**src/rtl/ila_pkg.sv**
```systemverilog
// ----------------------------------------------------------------------------
// Indicator LED animator package
// Opcodes, modes, colors, controller states and control structs.
// ----------------------------------------------------------------------------
package ila_pkg;

  localparam logic [1:0] OP_SET  = 2'd0;
  localparam logic [1:0] OP_BAR  = 2'd1;
  localparam logic [1:0] OP_TICK = 2'd2;

  localparam logic [1:0] MODE_STEADY = 2'd0;
  localparam logic [1:0] MODE_FAST   = 2'd1;
  localparam logic [1:0] MODE_SLOW   = 2'd2;
  localparam logic [1:0] MODE_FADE   = 2'd3;

  localparam logic [23:0] COLOR_RED   = 24'hFF0000;
  localparam logic [23:0] COLOR_GREEN = 24'h008000;
  localparam logic [23:0] COLOR_BLACK = 24'h000000;

  localparam int         SEG_STEP        = 10;
  localparam logic [7:0] FADE_LO         = 8'd10;
  localparam logic [7:0] FADE_HI         = 8'd245;
  localparam logic [7:0] SLOW_PERIOD_RST = 8'd10;

  typedef enum logic [2:0] {
    ST_IDLE = 3'b001,
    ST_TICK = 3'b010,
    ST_EMIT = 3'b100
  } ila_state_e;

  typedef struct packed {
    logic load;  // capture the input item
    logic clr;   // restart the pixel counter
    logic upd;   // animate the indicator at the counter
    logic emit;  // load the output register with the pixel at the counter
  } ila_cmd_t;

  typedef struct packed {
    logic is_tick;
    logic last_ind;
    logic last_px;
    logic out_free;
  } ila_sts_t;

endpackage

```
**src/rtl/ila_ctrl.sv**
```systemverilog
// ----------------------------------------------------------------------------
// Indicator LED animator controller
// Sequences capture, per-indicator animation and the frame readout.
// ----------------------------------------------------------------------------
module ila_ctrl (
  input  logic              clk_i,
  input  logic              rst_ni,
  input  logic              in_valid_i,
  output logic              in_ready_o,
  input  ila_pkg::ila_sts_t sts_i,
  output ila_pkg::ila_cmd_t cmd_o
);
  import ila_pkg::*;

  ila_state_e state_q, state_d;

  always_comb begin
    state_d    = state_q;
    cmd_o      = '0;
    in_ready_o = 1'b0;
    unique case (state_q)
      ST_IDLE: begin
        in_ready_o = 1'b1;
        if (in_valid_i) begin
          cmd_o.load = 1'b1;
          cmd_o.clr  = 1'b1;
          state_d    = sts_i.is_tick ? ST_TICK : ST_EMIT;
        end
      end
      ST_TICK: begin
        cmd_o.upd = 1'b1;
        if (sts_i.last_ind) begin
          cmd_o.clr = 1'b1;
          state_d   = ST_EMIT;
        end
      end
      ST_EMIT: begin
        if (sts_i.out_free) begin
          cmd_o.emit = 1'b1;
          if (sts_i.last_px) begin
            state_d = ST_IDLE;
          end
        end
      end
      default: state_d = ST_IDLE;
    endcase
  end

  always_ff @(posedge clk_i or negedge rst_ni) begin
    if (!rst_ni) begin
      state_q <= ST_IDLE;
    end else begin
      state_q <= state_d;
    end
  end

endmodule

```
**src/rtl/ila_dp.sv**
```systemverilog
// ----------------------------------------------------------------------------
// Indicator LED animator datapath
// Indicator and bar state, blink phases, fade scaler and the output register.
// ----------------------------------------------------------------------------
module ila_dp #(
  parameter int BAR_SEGMENTS    = 10,
  parameter int INDICATOR_COUNT = 3
) (
  input  logic              clk_i,
  input  logic              rst_ni,
  input  ila_pkg::ila_cmd_t cmd_i,
  output ila_pkg::ila_sts_t sts_o,
  input  logic              cfg_we_i,
  input  logic [7:0]        cfg_data_i,
  input  logic [1:0]        op_i,
  input  logic [1:0]        indicator_i,
  input  logic [23:0]       color_i,
  input  logic [1:0]        mode_i,
  input  logic [7:0]        start_level_i,
  input  logic signed [7:0] fade_step_i,
  input  logic signed [7:0] port_power_i,
  input  logic signed [7:0] starboard_power_i,
  input  logic              out_ready_i,
  output logic              out_valid_o,
  output logic [4:0]        pixel_index_o,
  output logic [23:0]       pixel_color_o,
  output logic              frame_end_o
);
  import ila_pkg::*;

  localparam int FrameLen = INDICATOR_COUNT + 2 * BAR_SEGMENTS;
  localparam int IdxW     = $clog2(FrameLen);
  localparam int IndW     = (INDICATOR_COUNT > 1) ? $clog2(INDICATOR_COUNT) : 1;
  localparam int ThrW     = $clog2(SEG_STEP * BAR_SEGMENTS + 1);
  localparam int CmpW     = (ThrW + 1 > 8) ? ThrW + 1 : 8;

  logic [7:0]  slow_period_q;
  logic [7:0]  tick_count_q;
  logic        fast_q;
  logic        slow_q;
  logic [23:0] ind_color_q [INDICATOR_COUNT];
  logic [1:0]  ind_mode_q  [INDICATOR_COUNT];
  logic [7:0]  level_q     [INDICATOR_COUNT];
  logic [7:0]  delta_q     [INDICATOR_COUNT];
  logic [23:0] ind_px_q    [INDICATOR_COUNT];
  logic signed [7:0] port_q;
  logic signed [7:0] stbd_q;
  logic [IdxW-1:0]   idx_q;

  logic        out_valid_q;
  logic [4:0]  pix_idx_q;
  logic [23:0] pix_color_q;
  logic        frame_end_q;

  // Tick counter and phases
  logic [7:0] tc_inc;
  logic       roll;
  assign tc_inc = tick_count_q + 8'd1;
  assign roll   = (tc_inc >= slow_period_q);

  // Indicator at the counter, shared fade scaler
  logic [IndW-1:0] sel;
  logic [23:0]     sel_color;
  logic [1:0]      sel_mode;
  logic [7:0]      sel_level;
  logic [7:0]      sel_delta;
  logic [8:0]      k9;
  logic [16:0]     prod_r, prod_g, prod_b;
  logic [23:0]     scaled;
  logic [7:0]      new_level;
  logic            flip;
  logic [7:0]      new_delta;
  logic [23:0]     upd_px;

  assign sel       = idx_q[IndW-1:0];
  assign sel_color = ind_color_q[sel];
  assign sel_mode  = ind_mode_q[sel];
  assign sel_level = level_q[sel];
  assign sel_delta = delta_q[sel];
  assign k9        = {1'b0, sel_level} + 9'd1;
  assign prod_r    = 17'(sel_color[23:16]) * 17'(k9);
  assign prod_g    = 17'(sel_color[15:8])  * 17'(k9);
  assign prod_b    = 17'(sel_color[7:0])   * 17'(k9);
  assign scaled    = {prod_r[15:8], prod_g[15:8], prod_b[15:8]};
  assign new_level = sel_level + sel_delta;
  assign flip      = (new_level <= FADE_LO) || (new_level >= FADE_HI);
  assign new_delta = flip ? (8'd0 - sel_delta) : sel_delta;

  always_comb begin
    case (sel_mode)
      MODE_FAST: upd_px = fast_q ? sel_color : COLOR_BLACK;
      MODE_SLOW: upd_px = slow_q ? sel_color : COLOR_BLACK;
      MODE_FADE: upd_px = scaled;
      default:   upd_px = ind_px_q[sel];
    endcase
  end

  // Pixel at the counter: indicator, or a bar segment lit by threshold
  logic [IdxW-1:0]       seg;
  logic signed [7:0]     bar_v;
  logic [ThrW-1:0]       thr;
  logic signed [CmpW-1:0] v_ext;
  logic signed [CmpW-1:0] thr_s;
  logic [23:0]           px_color;

  always_comb begin
    bar_v = port_q;
    seg   = idx_q - IdxW'(INDICATOR_COUNT);
    if (idx_q >= IdxW'(INDICATOR_COUNT + BAR_SEGMENTS)) begin
      bar_v = stbd_q;
      seg   = idx_q - IdxW'(INDICATOR_COUNT + BAR_SEGMENTS);
    end
    thr   = ThrW'(ThrW'(seg) * ThrW'(SEG_STEP) + ThrW'(SEG_STEP));
    v_ext = CmpW'(bar_v);
    thr_s = signed'(CmpW'(thr));
    if (idx_q < IdxW'(INDICATOR_COUNT)) begin
      px_color = ind_px_q[sel];
    end else if (v_ext >= thr_s) begin
      px_color = COLOR_RED;
    end else if (v_ext <= -thr_s) begin
      px_color = COLOR_GREEN;
    end else begin
      px_color = COLOR_BLACK;
    end
  end

  assign sts_o.is_tick  = (op_i == OP_TICK);
  assign sts_o.last_ind = (idx_q == IdxW'(INDICATOR_COUNT - 1));
  assign sts_o.last_px  = (idx_q == IdxW'(FrameLen - 1));
  assign sts_o.out_free = !out_valid_q || out_ready_i;

  always_ff @(posedge clk_i or negedge rst_ni) begin
    if (!rst_ni) begin
      slow_period_q <= SLOW_PERIOD_RST;
      tick_count_q  <= '0;
      fast_q        <= 1'b0;
      slow_q        <= 1'b0;
      port_q        <= '0;
      stbd_q        <= '0;
      idx_q         <= '0;
      out_valid_q   <= 1'b0;
      for (int i = 0; i < INDICATOR_COUNT; i++) begin
        ind_color_q[i] <= '0;
        ind_mode_q[i]  <= MODE_STEADY;
        level_q[i]     <= '0;
        delta_q[i]     <= '0;
        ind_px_q[i]    <= COLOR_BLACK;
      end
    end else begin
      if (cfg_we_i) begin
        slow_period_q <= cfg_data_i;
      end
      if (cmd_i.load && op_i == OP_BAR) begin
        port_q <= port_power_i;
        stbd_q <= starboard_power_i;
      end
      if (cmd_i.load && op_i == OP_TICK) begin
        fast_q       <= ~fast_q;
        tick_count_q <= roll ? 8'd0 : tc_inc;
        if (roll) begin
          slow_q <= ~slow_q;
        end
      end
      for (int i = 0; i < INDICATOR_COUNT; i++) begin
        if (cmd_i.load && op_i == OP_SET && 32'(indicator_i) == i) begin
          ind_color_q[i] <= color_i;
          ind_mode_q[i]  <= mode_i;
          level_q[i]     <= start_level_i;
          delta_q[i]     <= fade_step_i;
          ind_px_q[i]    <= color_i;
        end
        if (cmd_i.upd && 32'(idx_q) == i) begin
          ind_px_q[i] <= upd_px;
          if (sel_mode == MODE_FADE) begin
            level_q[i] <= new_level;
            delta_q[i] <= new_delta;
          end
        end
      end
      if (cmd_i.clr) begin
        idx_q <= '0;
      end else if (cmd_i.upd || cmd_i.emit) begin
        idx_q <= idx_q + IdxW'(1);
      end
      if (cmd_i.emit) begin
        out_valid_q <= 1'b1;
      end else if (out_ready_i) begin
        out_valid_q <= 1'b0;
      end
    end
  end

  // Output payload, no reset needed
  always_ff @(posedge clk_i) begin
    if (cmd_i.emit) begin
      pix_idx_q   <= 5'(idx_q);
      pix_color_q <= px_color;
      frame_end_q <= sts_o.last_px;
    end
  end

  assign out_valid_o   = out_valid_q;
  assign pixel_index_o = pix_idx_q;
  assign pixel_color_o = pix_color_q;
  assign frame_end_o   = frame_end_q;

endmodule

```
**src/rtl/indicator_led_animator.sv**
```systemverilog
// ----------------------------------------------------------------------------
// Indicator LED animator: 3 indicator pixels and two power bars, whole frame out
// Order: a tick first animates each indicator, then the frame is read out.
// Throughput: one pixel a cycle unless the output stalls; no new item mid-frame.
// Reset: all pixels black, indicators steady, phases and tick count 0, slow_period 10.
// ----------------------------------------------------------------------------
module indicator_led_animator #(
  parameter int BAR_SEGMENTS    = 10,
  parameter int INDICATOR_COUNT = 3
) (
  input  logic              clk_i,
  input  logic              rst_ni,
  input  logic              in_valid_i,
  output logic              in_ready_o,
  input  logic [1:0]        op_i,
  input  logic [1:0]        indicator_i,
  input  logic [23:0]       color_i,
  input  logic [1:0]        mode_i,
  input  logic [7:0]        start_level_i,
  input  logic signed [7:0] fade_step_i,
  input  logic signed [7:0] port_power_i,
  input  logic signed [7:0] starboard_power_i,
  input  logic              cfg_valid_i,
  output logic              cfg_ready_o,
  input  logic [7:0]        cfg_data_i,
  output logic              out_valid_o,
  input  logic              out_ready_i,
  output logic [4:0]        pixel_index_o,
  output logic [23:0]       pixel_color_o,
  output logic              frame_end_o
);
  import ila_pkg::*;

  ila_cmd_t cmd;
  ila_sts_t sts;

  assign cfg_ready_o = 1'b1;

  ila_ctrl u_ctrl (
    .clk_i      (clk_i),
    .rst_ni     (rst_ni),
    .in_valid_i (in_valid_i),
    .in_ready_o (in_ready_o),
    .sts_i      (sts),
    .cmd_o      (cmd)
  );

  ila_dp #(
    .BAR_SEGMENTS    (BAR_SEGMENTS),
    .INDICATOR_COUNT (INDICATOR_COUNT)
  ) u_dp (
    .clk_i             (clk_i),
    .rst_ni            (rst_ni),
    .cmd_i             (cmd),
    .sts_o             (sts),
    .cfg_we_i          (cfg_valid_i && cfg_ready_o),
    .cfg_data_i        (cfg_data_i),
    .op_i              (op_i),
    .indicator_i       (indicator_i),
    .color_i           (color_i),
    .mode_i            (mode_i),
    .start_level_i     (start_level_i),
    .fade_step_i       (fade_step_i),
    .port_power_i      (port_power_i),
    .starboard_power_i (starboard_power_i),
    .out_ready_i       (out_ready_i),
    .out_valid_o       (out_valid_o),
    .pixel_index_o     (pixel_index_o),
    .pixel_color_o     (pixel_color_o),
    .frame_end_o       (frame_end_o)
  );

endmodule

```
**config.mk**
```make
export PLATFORM = sky130hd
export DESIGN_NAME = indicator_led_animator
export DESIGN_NICKNAME = d
export VERILOG_FILES = /design/src/rtl/ila_pkg.sv /design/src/rtl/ila_ctrl.sv /design/src/rtl/ila_dp.sv /design/src/rtl/indicator_led_animator.sv
export SDC_FILE = /design/constraint.sdc
export NUM_CORES = 1
export LEC_CHECK = 0
export CORE_MARGIN = 8
export CORE_UTILIZATION = 50
export CTS_BUF_LIST = sky130_fd_sc_hd__clkbuf_2 sky130_fd_sc_hd__clkbuf_4 sky130_fd_sc_hd__clkbuf_8
export DETAILED_ROUTE_END_ITERATION = 6
export DONT_BUFFER_PORTS = 1
export SLEW_MARGIN = 30
export SYNTH_ARGS = -nofsm -noshare
export SYNTH_HDL_FRONTEND = slang
export SYNTH_SLANG_ARGS = --single-unit
```
**constraint.sdc**
```tcl
create_clock -name clk_i -period 15.8 [get_ports clk_i]
set_clock_uncertainty 0.1 [all_clocks]
set_input_delay 1.58 -clock clk_i [delete_from_list [all_inputs] [get_ports clk_i]]
set_output_delay 1.58 -clock clk_i [all_outputs]
set_load 0.02 [all_outputs]
```
Yosys cells after proc, flatten, opt, wreduce, memory -nomap -nowiden
Cells that the tools add are included.
- register bits: 271
- output and inout bits: 33
- logic and storage cells: 158
- add/sub/neg operators: 9
- multipliers: 4
- order comparisons: 8
- equality and inequality tests: 17
- muxes and demuxes: 67
- bitwise gates (word level): 3
- reduce and logical (&&, ||, !) cells: 23
- operators with widths (operator ; count):
    24-bit two-way mux ; 14
    8-bit two-way mux ; 25
    24-bit binary-select mux with 2-bit select ; 2
    24-bit case mux with 3 select lines ; 1
    8-bit by 9-bit multiplier with 16-bit output ; 3
    8-bit binary-select mux with 2-bit select ; 2
    8-bit >= comparator ; 2
    16-bit two-way mux ; 1
    3-bit two-way mux ; 5
    5-bit two-way mux ; 3
    2-bit nonzero test ; 5
    8-bit by 1-bit adder with 9-bit output (second input constant) ; 1
    1-bit logical AND ; 9
    3-bit case mux with 3 select lines ; 1
    8-bit by 1-bit adder with 8-bit output (second input constant) ; 1
    8-bit adder ; 1
    2-bit equality test (second input constant) ; 4
    8-bit >= comparator (second input constant) ; 1
    8-bit by 4-bit <= comparator with 1-bit output (second input constant) ; 1
    8-bit <= comparator ; 1
    1-bit two-way mux ; 8
    2-bit != test (second input constant) ; 4
    7-bit negation with 8-bit output ; 1
    1-bit by 8-bit subtractor with 8-bit output (first input constant) ; 1
    other kinds (26) ; 34

Logic depth before layout (Yosys ltp)
Gate-level depths: netlist (run 1).
- depth in word-level cells: 10
- mapped depth: 29
- depth with buffers taken out: 24

Hierarchy
A second synthesis (run 1) with hierarchy kept.
- cells, all modules: 2358
- area total of the unflattened synthesis: 20815.0 um2
- by module, submodules not included (module ; times used ; cells each ; area each (um2) ; sequential area each (um2)):
    ila_dp ; 1 ; 2338 ; 20607.3 ; 6859.1
    ila_ctrl ; 1 ; 18 ; 196.4 ; 76.3
    indicator_led_animator ; 1 ; 2 ; 11.3 ; 0.0

Least setup slack after synthesis (run 1)
No wires, ideal clock.
- kind: register -> register
- start: register u_dp.idx_q[0]
- end: register u_dp.ind_px_q[7] (netlist bit)
- library setup time: 0.151 ns
- data arrival time: 6.609 ns
- required time: 15.549 ns
- slack: 8.940 ns
- stages on the path, launching flop included: 29
- buffers on the path: 4
- cell sequence: dfrtp_1 -> buf_6 -> buf_6 -> nand3b_1 -> o21a_1 -> clkinv_1 -> clkbuf_1 -> ha_1 -> nand4_1 -> nor2_2 -> xnor2_1 -> clkbuf_1 -> nor2_1 -> fa_1 -> fa_1 -> fa_1 -> inv_1 -> fa_1 -> inv_1 -> ha_1 -> a21o_1 -> nand2b_1 -> and4_1 -> a211oi_2 -> o21ai_1 -> a21o_1 -> a21oi_2 -> a221o_1 -> a41oi_1
- word-level cells in the longest chain between the ends: 8
- elaborated cells on any way between the ends: 25
- RTL lines (element ; line ; RTL):
    from (decl) ; ila_dp.sv:48 ; logic [IdxW-1:0] idx_q;
    from (signal assigned) ; ila_dp.sv:183 ; idx_q <= idx_q + IdxW'(1);
    2-bit NOT with 3-bit output (implied by the code) ; n/a ;
    8-bit binary-select mux with 2-bit select ; ila_dp.sv:78 ; assign sel_level = level_q[sel];
    8-bit two-way mux (implied by the code) (2 in a row) ; ila_dp.sv:78 ;
    8-bit by 1-bit adder with 9-bit output ; ila_dp.sv:80 ; assign k9 = {1'b0, sel_level} + 9'd1;
    8-bit by 9-bit multiplier with 16-bit output ; ila_dp.sv:83 ; assign prod_b = 17'(sel_color[7:0]) * 17'(k9);
    24-bit case mux with 3 select lines ; ila_dp.sv:90 ; case (sel_mode)
    24-bit two-way mux ; ila_dp.sv:172 ; if (cmd_i.upd && 32'(idx_q) == i) begin
    to (signal, indexed assignment) ; ila_dp.sv:170 ; ind_px_q[i] <= color_i;
    to (signal, indexed assignment) ; ila_dp.sv:173 ; ind_px_q[i] <= upd_px;
    to (decl) ; ila_dp.sv:45 ; logic [23:0] ind_px_q [INDICATOR_COUNT];
Parallel ways exist; a longest one is shown, timed or not. The select of a mux whose other input is x is not followed.
A chain may end at the register's enable or synchronous reset.

Final worst setup path (run 1)
- start: register u_dp.idx_q[0]
- end: register u_dp.ind_px_q[6] (netlist bit)
The elaborated chain is that of the path after synthesis.

==> results of run 1 <==
[critical path, stage by stage (launching register included)]
cell	delay, ns
dfrtp_4	0.66
buf_4	0.39
nor2b_4	0.65
nand2_1	0.10
o21ai_0	0.22
ha_1	0.33
nand4_1	0.17
nor2_2	0.28
xnor2_2	0.14
buf_4	0.30
nor2_1	0.10
fa_1	0.51
fa_1	0.45
fa_1	0.55
inv_1	0.06
fa_1	0.53
inv_1	0.04
ha_1	0.32
a21o_1	0.19
nand2b_1	0.16
and4_1	0.22
a211oi_2	0.55
o21ai_1	0.21
a21o_1	0.25
xor2_1	0.15
o21ai_0	0.29
o21ai_0	0.14
[path summary, 6_finish.rpt]
| kind | to | from | depth (start not counted) | slack (ns) |
|---|---|---|---|---|
| setup / recovery | u_dp.ind_px_q[6] | u_dp.idx_q[0] | 26 | 7.56 |
| hold / removal | u_dp.ind_mode_q[3] | u_dp.ind_mode_q[3] | 2 | 0.36 |
| setup reg to reg | u_dp.ind_px_q[6] | u_dp.idx_q[0] | 26 | 7.56 |
| hold reg to reg | u_dp.ind_mode_q[3] | u_dp.ind_mode_q[3] | 2 | 0.36 |
| max in group asynchronous | u_dp.delta_q[17] | rst_ni | 0 | 14.48 |
| min in group asynchronous | u_dp.idx_q[3] | rst_ni | 0 | 0.55 |
[metal layers]
metal	GRT usage	vias to the layer above
li1	-	7858
met1	0.344	8448
met2	0.424	582
met3	0.0618	108
met4	0.0834	2
met5	0	-
[state kept, by name, summed over array words and instances (netlist names), 3 cells and up]
register            flops
u_dp.ind_color_q       72
u_dp.ind_px_q          72
u_dp.delta_q           24
u_dp.level_q           24
u_dp.pixel_color_o     24
u_dp.port_q             8
u_dp.slow_period_q      8
u_dp.stbd_q             8
u_dp.tick_count_q       8
u_dp.ind_mode_q         6
u_dp.idx_q              5
u_dp.pixel_index_o      5
u_ctrl.state_q          3
[cell families (layout without fill, tap and decap cells)]
family                   Yosys count  after routing  share of synthesized area
AO/OA/AOI/OAI                    392            392                      0.120
XOR/XNOR                          71             71                     0.0305
adder cells (fa/ha/maj)          257            257                      0.200
buffers and inverters            297            312                     0.0572
flip-flops                       271            271                      0.336
multiplexers                      96             96                     0.0496
other                              1              1                   0.000182
AND/OR/NAND/NOR                 1005           1005                      0.206
[through the flow]
step | hold slack, ns | instance area (um2)
2_1_floorplan | 0.323 | 20600
3_3_place_gp | 0.350 | 21200
3_5_place_dp | 0.354 | 21200
4_1_cts | 0.366 | 22300
5_1_grt | 0.390 | 22300
6_report | 0.362 | 22300
[placed cells by master (no fill, tap or decap), types with 7 or more instances in the layout]
master	count
clkinv_2	9
o21a_1	13
o211ai_1	7
o21ai_0	66
edfxtp_1	30
o21ai_1	11
mux2i_1	64
and3_1	57
clkbuf_4	14
a21oi_1	150
o22ai_1	7
buf_4	48
ha_1	135
a31oi_1	48
nand2_1	507
inv_1	172
a21o_1	20
xor2_1	16
nand3_1	13
nor2_1	314
nor3_1	13
fa_1	122
or2_2	26
mux2_2	26
dfrtp_1	236
nand2b_1	25
o221ai_1	9
clkbuf_8	57
xnor2_1	49
[final cells by class]
| class | count | area share |
|---|---|---|
| tap | 532 | 0.0299 |
| sequential | 271 | 0.312 |
| clock inverter | 20 | 0.00742 |
| clock buffer | 71 | 0.0400 |
| multi-input combinational | 1822 | 0.565 |
| inverter | 173 | 0.0292 |
| timing repair buffer | 48 | 0.0162 |
==> out/qor.txt, run 1 <==
Top-count cell post-synth -> nand2_1
Sequential Area -> 0.00694 mm2
Die Wd -> 219 um
Worst-path clk slew -> 0.06 ns
CORE AREA -> 0.0408 mm2
Total track usage -> 0.262
Final period util -> 0.521
Die ar. -> 0.0480 mm2
Filler Cells Inserted -> 3791
Number of synthesized flops with an enable pin -> 30
Setup Buffers After CTS -> 0
RSZ-0062 raised after global routing -> false
Synth cell types -> 88
First-pass DRT Iterations -> 7
CTS resizes -> 0
Routed wl met2 -> 29100 um
First DRT Iteration DRCs -> 1461
Setup TNS -> 0 ns
Pin count of the biggest net entering global routing -> 242
H-tree depth -> 2
Max_cap viols -> 0
Die Y -> 219 um
Via count -> 16998
Vias in the first global route -> 17506
Layout Cells excl Fill -> 2937
Tmin final -> 8.24 ns
Placed Cells -> 2846
Core Util, Final -> 0.545
Most frequent cells after synthesis -> 509 x nand2_1, 315 x nor2_1, 238 x dfrtp_1, 172 x inv_1, 150 x a21oi_1
Worst endpoint required time -> 16.19 ns
Mean post-synth cell area -> 8.63 um2
Post-CTS Hold Buffers -> 0
Wire length per cell -> 21.2 um
Violated checks -> design-rule violations
Post-Syn Area -> 0.0206 mm2
CTS Buffer Depth -> 3
Synth top area cells -> dfrtp_1 29%, fa_1 12%, nand2_1 9.3%
DRC Markers -> 1
Status -> finished, violations left
Yosys warning count -> 0
Final #Nets -> 2698
Layout cells sized above 1 -> 0.0969
Later-pin clock latency in the skew report -> 0.65 ns
WS Path Type -> register to register
CTS buffer count -> 50
Place WS -> 7.61 ns
Final HPWL DP -> 43500 um
Routed metal-1 wire length -> 26400 um
Register area share after synthesis -> 0.336
Worst EP arrival -> 8.63 ns
Detail Route Antenna Nets -> 0
Inserted Diodes -> 0
Yosys top cell by area -> dfrtp_1
Top Metal Used -> met5
Worst-margin pin slew -> 0.955 ns
Area delta synth->final -> 7.85%
Headroom to the max-slew limit -> 0.361
Num ports -> 108
First-pass GRT wire length -> 98600 um
Final setup violation count -> 0
Top-area cell type share of the netlist area -> 0.289
Post-DR vias/cell -> 5.79
WL met3 -> 4850 um
Port buffer count -> 0
Routability Congestion -> 0.902
Final hold violation count -> 0
FMAX -> 121 MHz
Min setup slack post-route -> 7.56 ns
CTS tree -> built
Slew Viols, Final -> 0
Starting Density -> 0.505
Endpoint class of the critical path -> register
Grt ovf -> 0
Syn_nets -> 2722
Multi-input logic area -> 0.0126 mm2
Synth async-reset ratio -> 0.889
Antenna violations before repair -> 1
Min-delay worst type -> register to register
Final wirelength -> 62100 um
CP Launch Type -> register
Crit-path max FO -> 29
Mapped Cells -> 2390
Yosys reg bits -> 271
CTS Sinks -> 271
Site row count -> 74
Clock root buffer master -> clkbuf_8
Top_reg_cell synth -> dfrtp_1
Power of run 1 is left out: the tool's default activity adds up to more than one toggle a clock period on the data nets, which glitch-free logic cannot reach.
==> run 2: changes to the inputs <==
--- a/config.mk
+++ b/config.mk
@@ -5,11 +5,13 @@
 export SDC_FILE = /design/constraint.sdc
 export NUM_CORES = 1
 export LEC_CHECK = 0
+export ABC_AREA = 1
 export CORE_MARGIN = 8
 export CORE_UTILIZATION = 50
 export CTS_BUF_LIST = sky130_fd_sc_hd__clkbuf_2 sky130_fd_sc_hd__clkbuf_4 sky130_fd_sc_hd__clkbuf_8
 export DETAILED_ROUTE_END_ITERATION = 6
 export DONT_BUFFER_PORTS = 1
+export PLACE_DENSITY = 0.68
 export SLEW_MARGIN = 30
 export SYNTH_ARGS = -nofsm -noshare
 export SYNTH_HDL_FRONTEND = slang
==> constraint.sdc (replaced) <==
create_clock -name clk_i -period 7 [get_ports clk_i]
set_clock_uncertainty 0.1 [all_clocks]
set_input_delay 0.7 -clock clk_i [delete_from_list [all_inputs] [get_ports clk_i]]
set_output_delay 0.7 -clock clk_i [all_outputs]
set_load 0.02 [all_outputs]
==> out/qor.txt, run 2 <==
Setup TNS -> 0 ns (unchanged)
Vias in the first global route -> 19560 (+12%)
First DRT Iteration DRCs -> 1884 (+29%)
CTS buffer count -> 43 (-14%)
Final HPWL DP -> 47400 um (+8.8%)
Synth cell types -> 60 (-32%)
Yosys reg bits -> 271 (unchanged)
Worst EP arrival -> 6.96 ns (-1.67 ns)
Reg2reg start -> u_dp.idx_q[0]
Final setup violation count -> 0 (unchanged)
Flop-to-flop setup slack -> 0.38 ns (-7.19 ns)
Die Y -> 225 um (+2.5%)
Area delta synth->final -> 6.61%
Violated checks -> negative hold slack
CTS Sinks -> 271 (unchanged)
Mapped Cells -> 2816 (+18%)
Post-Syn Area -> 0.0217 mm2 (+5.4%)
Synth async-reset ratio -> 0.889 (unchanged)
Top-area cell type share of the netlist area -> 0.274 (-0.0147)
First-pass GRT wire length -> 106000 um (+7.7%)
Antenna violations before repair -> 0 (-1)
Post-DR vias/cell -> 5.68 (-1.9%)
CP Launch Type -> register
Most frequent cells in the layout -> 592 x nand2_1, 438 x inv_1, 280 x nor2_1
FMAX -> 151 MHz (+24%)
Later-pin clock latency in the skew report -> 0.58 ns (-0.07 ns)
Final #Nets -> 3116 (+15%)
Layout cells sized above 1 -> 0.0701 (-0.0268)
Final hold violation count -> 10 (+10)
Filler Cells Inserted -> 4158 (+9.7%)
Port buffer count -> 0 (unchanged)
Most frequent cells after synthesis -> 592 x nand2_1, 438 x inv_1, 282 x nor2_1, 238 x dfrtp_1, 203 x o21ai_0
Routability Congestion -> 0.942 (+4.5%)
Total track usage -> 0.264 (+0.00214)
Top-count cell post-synth -> nand2_1
Top_reg_cell synth -> dfrtp_1
Min-delay worst type -> input port to async pin
Die ar. -> 0.0504 mm2 (+5.0%)
Detail Route Antenna Nets -> 0 (unchanged)
Worst endpoint required time -> 7.34 ns (-8.85 ns)
Endpoint class of the critical path -> register
First-pass DRT Iterations -> 5 (-2)
Number of synthesized flops with an enable pin -> 30 (unchanged)
RSZ-0062 raised after global routing -> false
Site row count -> 76 (+2.7%)
Core Util, Final -> 0.539 (-0.00578)
CTS tree -> built
Grt ovf -> 0 (unchanged)
CORE AREA -> 0.0430 mm2 (+5.3%)
Pin count of the biggest net entering global routing -> 242 (unchanged)
Starting Density -> 0.506 (about the same)
Tmin final -> 6.62 ns (-1.61 ns)
Mean post-synth cell area -> 7.72 um2 (-11%)
Die Wd -> 225 um (+2.5%)
Clock root buffer master -> clkbuf_8
Slew Viols, Final -> 0 (unchanged)
Worst R2R Path Depth -> 27 (+3.8%)
Final period util -> 0.946 (+0.425)
CTS Buffer Depth -> 3 (unchanged)
Worst-path clk slew -> 0.07 ns (about the same)
Status -> finished, violations left
Num ports -> 108 (unchanged)
Yosys top cell by area -> dfrtp_1
Min setup slack post-route -> 0.377 ns (-7.19 ns)
Max_cap viols -> 0 (unchanged)
Worst-margin pin slew -> 0.888 ns (-0.0678 ns)
Crit-path max FO -> 20 (-31%)
Most common cell after layout, fill and taps aside -> nand2_1
Hold_ws -> -0.0204 ns (-0.383 ns)
Headroom to the max-slew limit -> 0.407 (+0.0467)
DRC Markers -> 0 (-1)
Place WS -> 0.434 ns (-7.18 ns)
H-tree depth -> 2 (unchanged)
Synth top area cells -> dfrtp_1 27%, fa_1 11%, nand2_1 10%
Via count -> 19271 (+13%)
WS Path Type -> register to register
Inserted Diodes -> 0 (unchanged)
Yosys warning count -> 0 (unchanged)
Register area share after synthesis -> 0.319 (-0.0171)
Final wirelength -> 66600 um (+7.1%)
Worst r2r dst -> u_dp.ind_px_q[41]
Syn_nets -> 3148 (+16%)
Setup Buffers After CTS -> 0 (unchanged)
Top flop regs -> u_dp.ind_color_q: 72 flops, u_dp.ind_px_q: 72 flops
Wire length per cell -> 19.6 um (-7.3%)
==> run 2: area by class of cell <==
cell class                 count  area [um2]  share of cell area
multi-input combinational   1978       12600               0.544
sequential                   271        6940               0.299
inverter                     453        1700              0.0735
clock buffer                  65         807              0.0348
tap                          585         732              0.0316
timing repair buffer          37         330              0.0143
clock inverter                 6        57.6             0.00248
==> run 2: metal layers <==
layer	global-route usage	share of wire	vias up
li1	-	-	8979
met4	0.0950	0.032	0
met5	0	0	-
met3	0.0531	0.095	135
met1	0.349	0.41	9295
met2	0.427	0.46	862
==> run 2: per-stage QoR <==
stage / area (um2) / std cells
finish: 23200 / 3395
global route: 23200 / 3395
CTS: 23100 / 3393
detailed placement: 22200 / 3321
global placement: 22200 / 3321
floorplan: 21700 / 2816
==> run 2: cell families after synthesis <==
group,count (synthesis),share of synthesized area
other cells,1,0.000172
fa+ha+maj,257,0.190
mux,16,0.00823
xor+xnor,41,0.0169
flops,271,0.319
simple gates,1155,0.223
buf+inv,567,0.103
compound gates,508,0.140
==> run 2: timing repair <==
action	in CTS	in global routing
hold buffers	1	0
endpoints found under the setup margin	0	5
endpoints found under the hold margin	241	0
resized for setup	0	3
==> run 2: critical path, cell delays in order, from the launching register on <==
cell     delay (ns)
dfrtp_2        0.43
inv_2          0.08
nand2_4        0.06
inv_2          0.26
nand2_1        0.09
nand2_1        0.12
buf_4          0.31
inv_1          0.21
nor2_2         0.18
nand2_1        0.07
nand2_1        0.36
buf_4          0.32
nor2_1         0.09
fa_1           0.56
fa_1           0.43
fa_1           0.49
inv_1          0.05
fa_1           0.47
inv_1          0.04
ha_1           0.32
a21oi_1        0.19
o21ai_0        0.15
inv_1          0.07
nand2_1        0.06
o21ai_0        0.53
nand2_1        0.21
nand2_1        0.16
a21oi_1        0.08
==> run 2: worst max path at each step <==
stage,from,endpoint,slack [ns],depth (start not counted)
after floorplan,u_dp.idx_q[0],u_dp.ind_px_q[55],0.97,31
after global placement,u_dp.idx_q[0],u_dp.ind_px_q[28],0.50,28
after detailed placement,u_dp.idx_q[0],u_dp.ind_px_q[28],0.43,28
after CTS,u_dp.idx_q[0],u_dp.ind_px_q[28],0.41,29
after global routing,u_dp.idx_q[0],u_dp.ind_px_q[14],0.09,29
final,u_dp.idx_q[0],u_dp.ind_px_q[41],0.38,27
Power of run 2 is left out for the same reason.
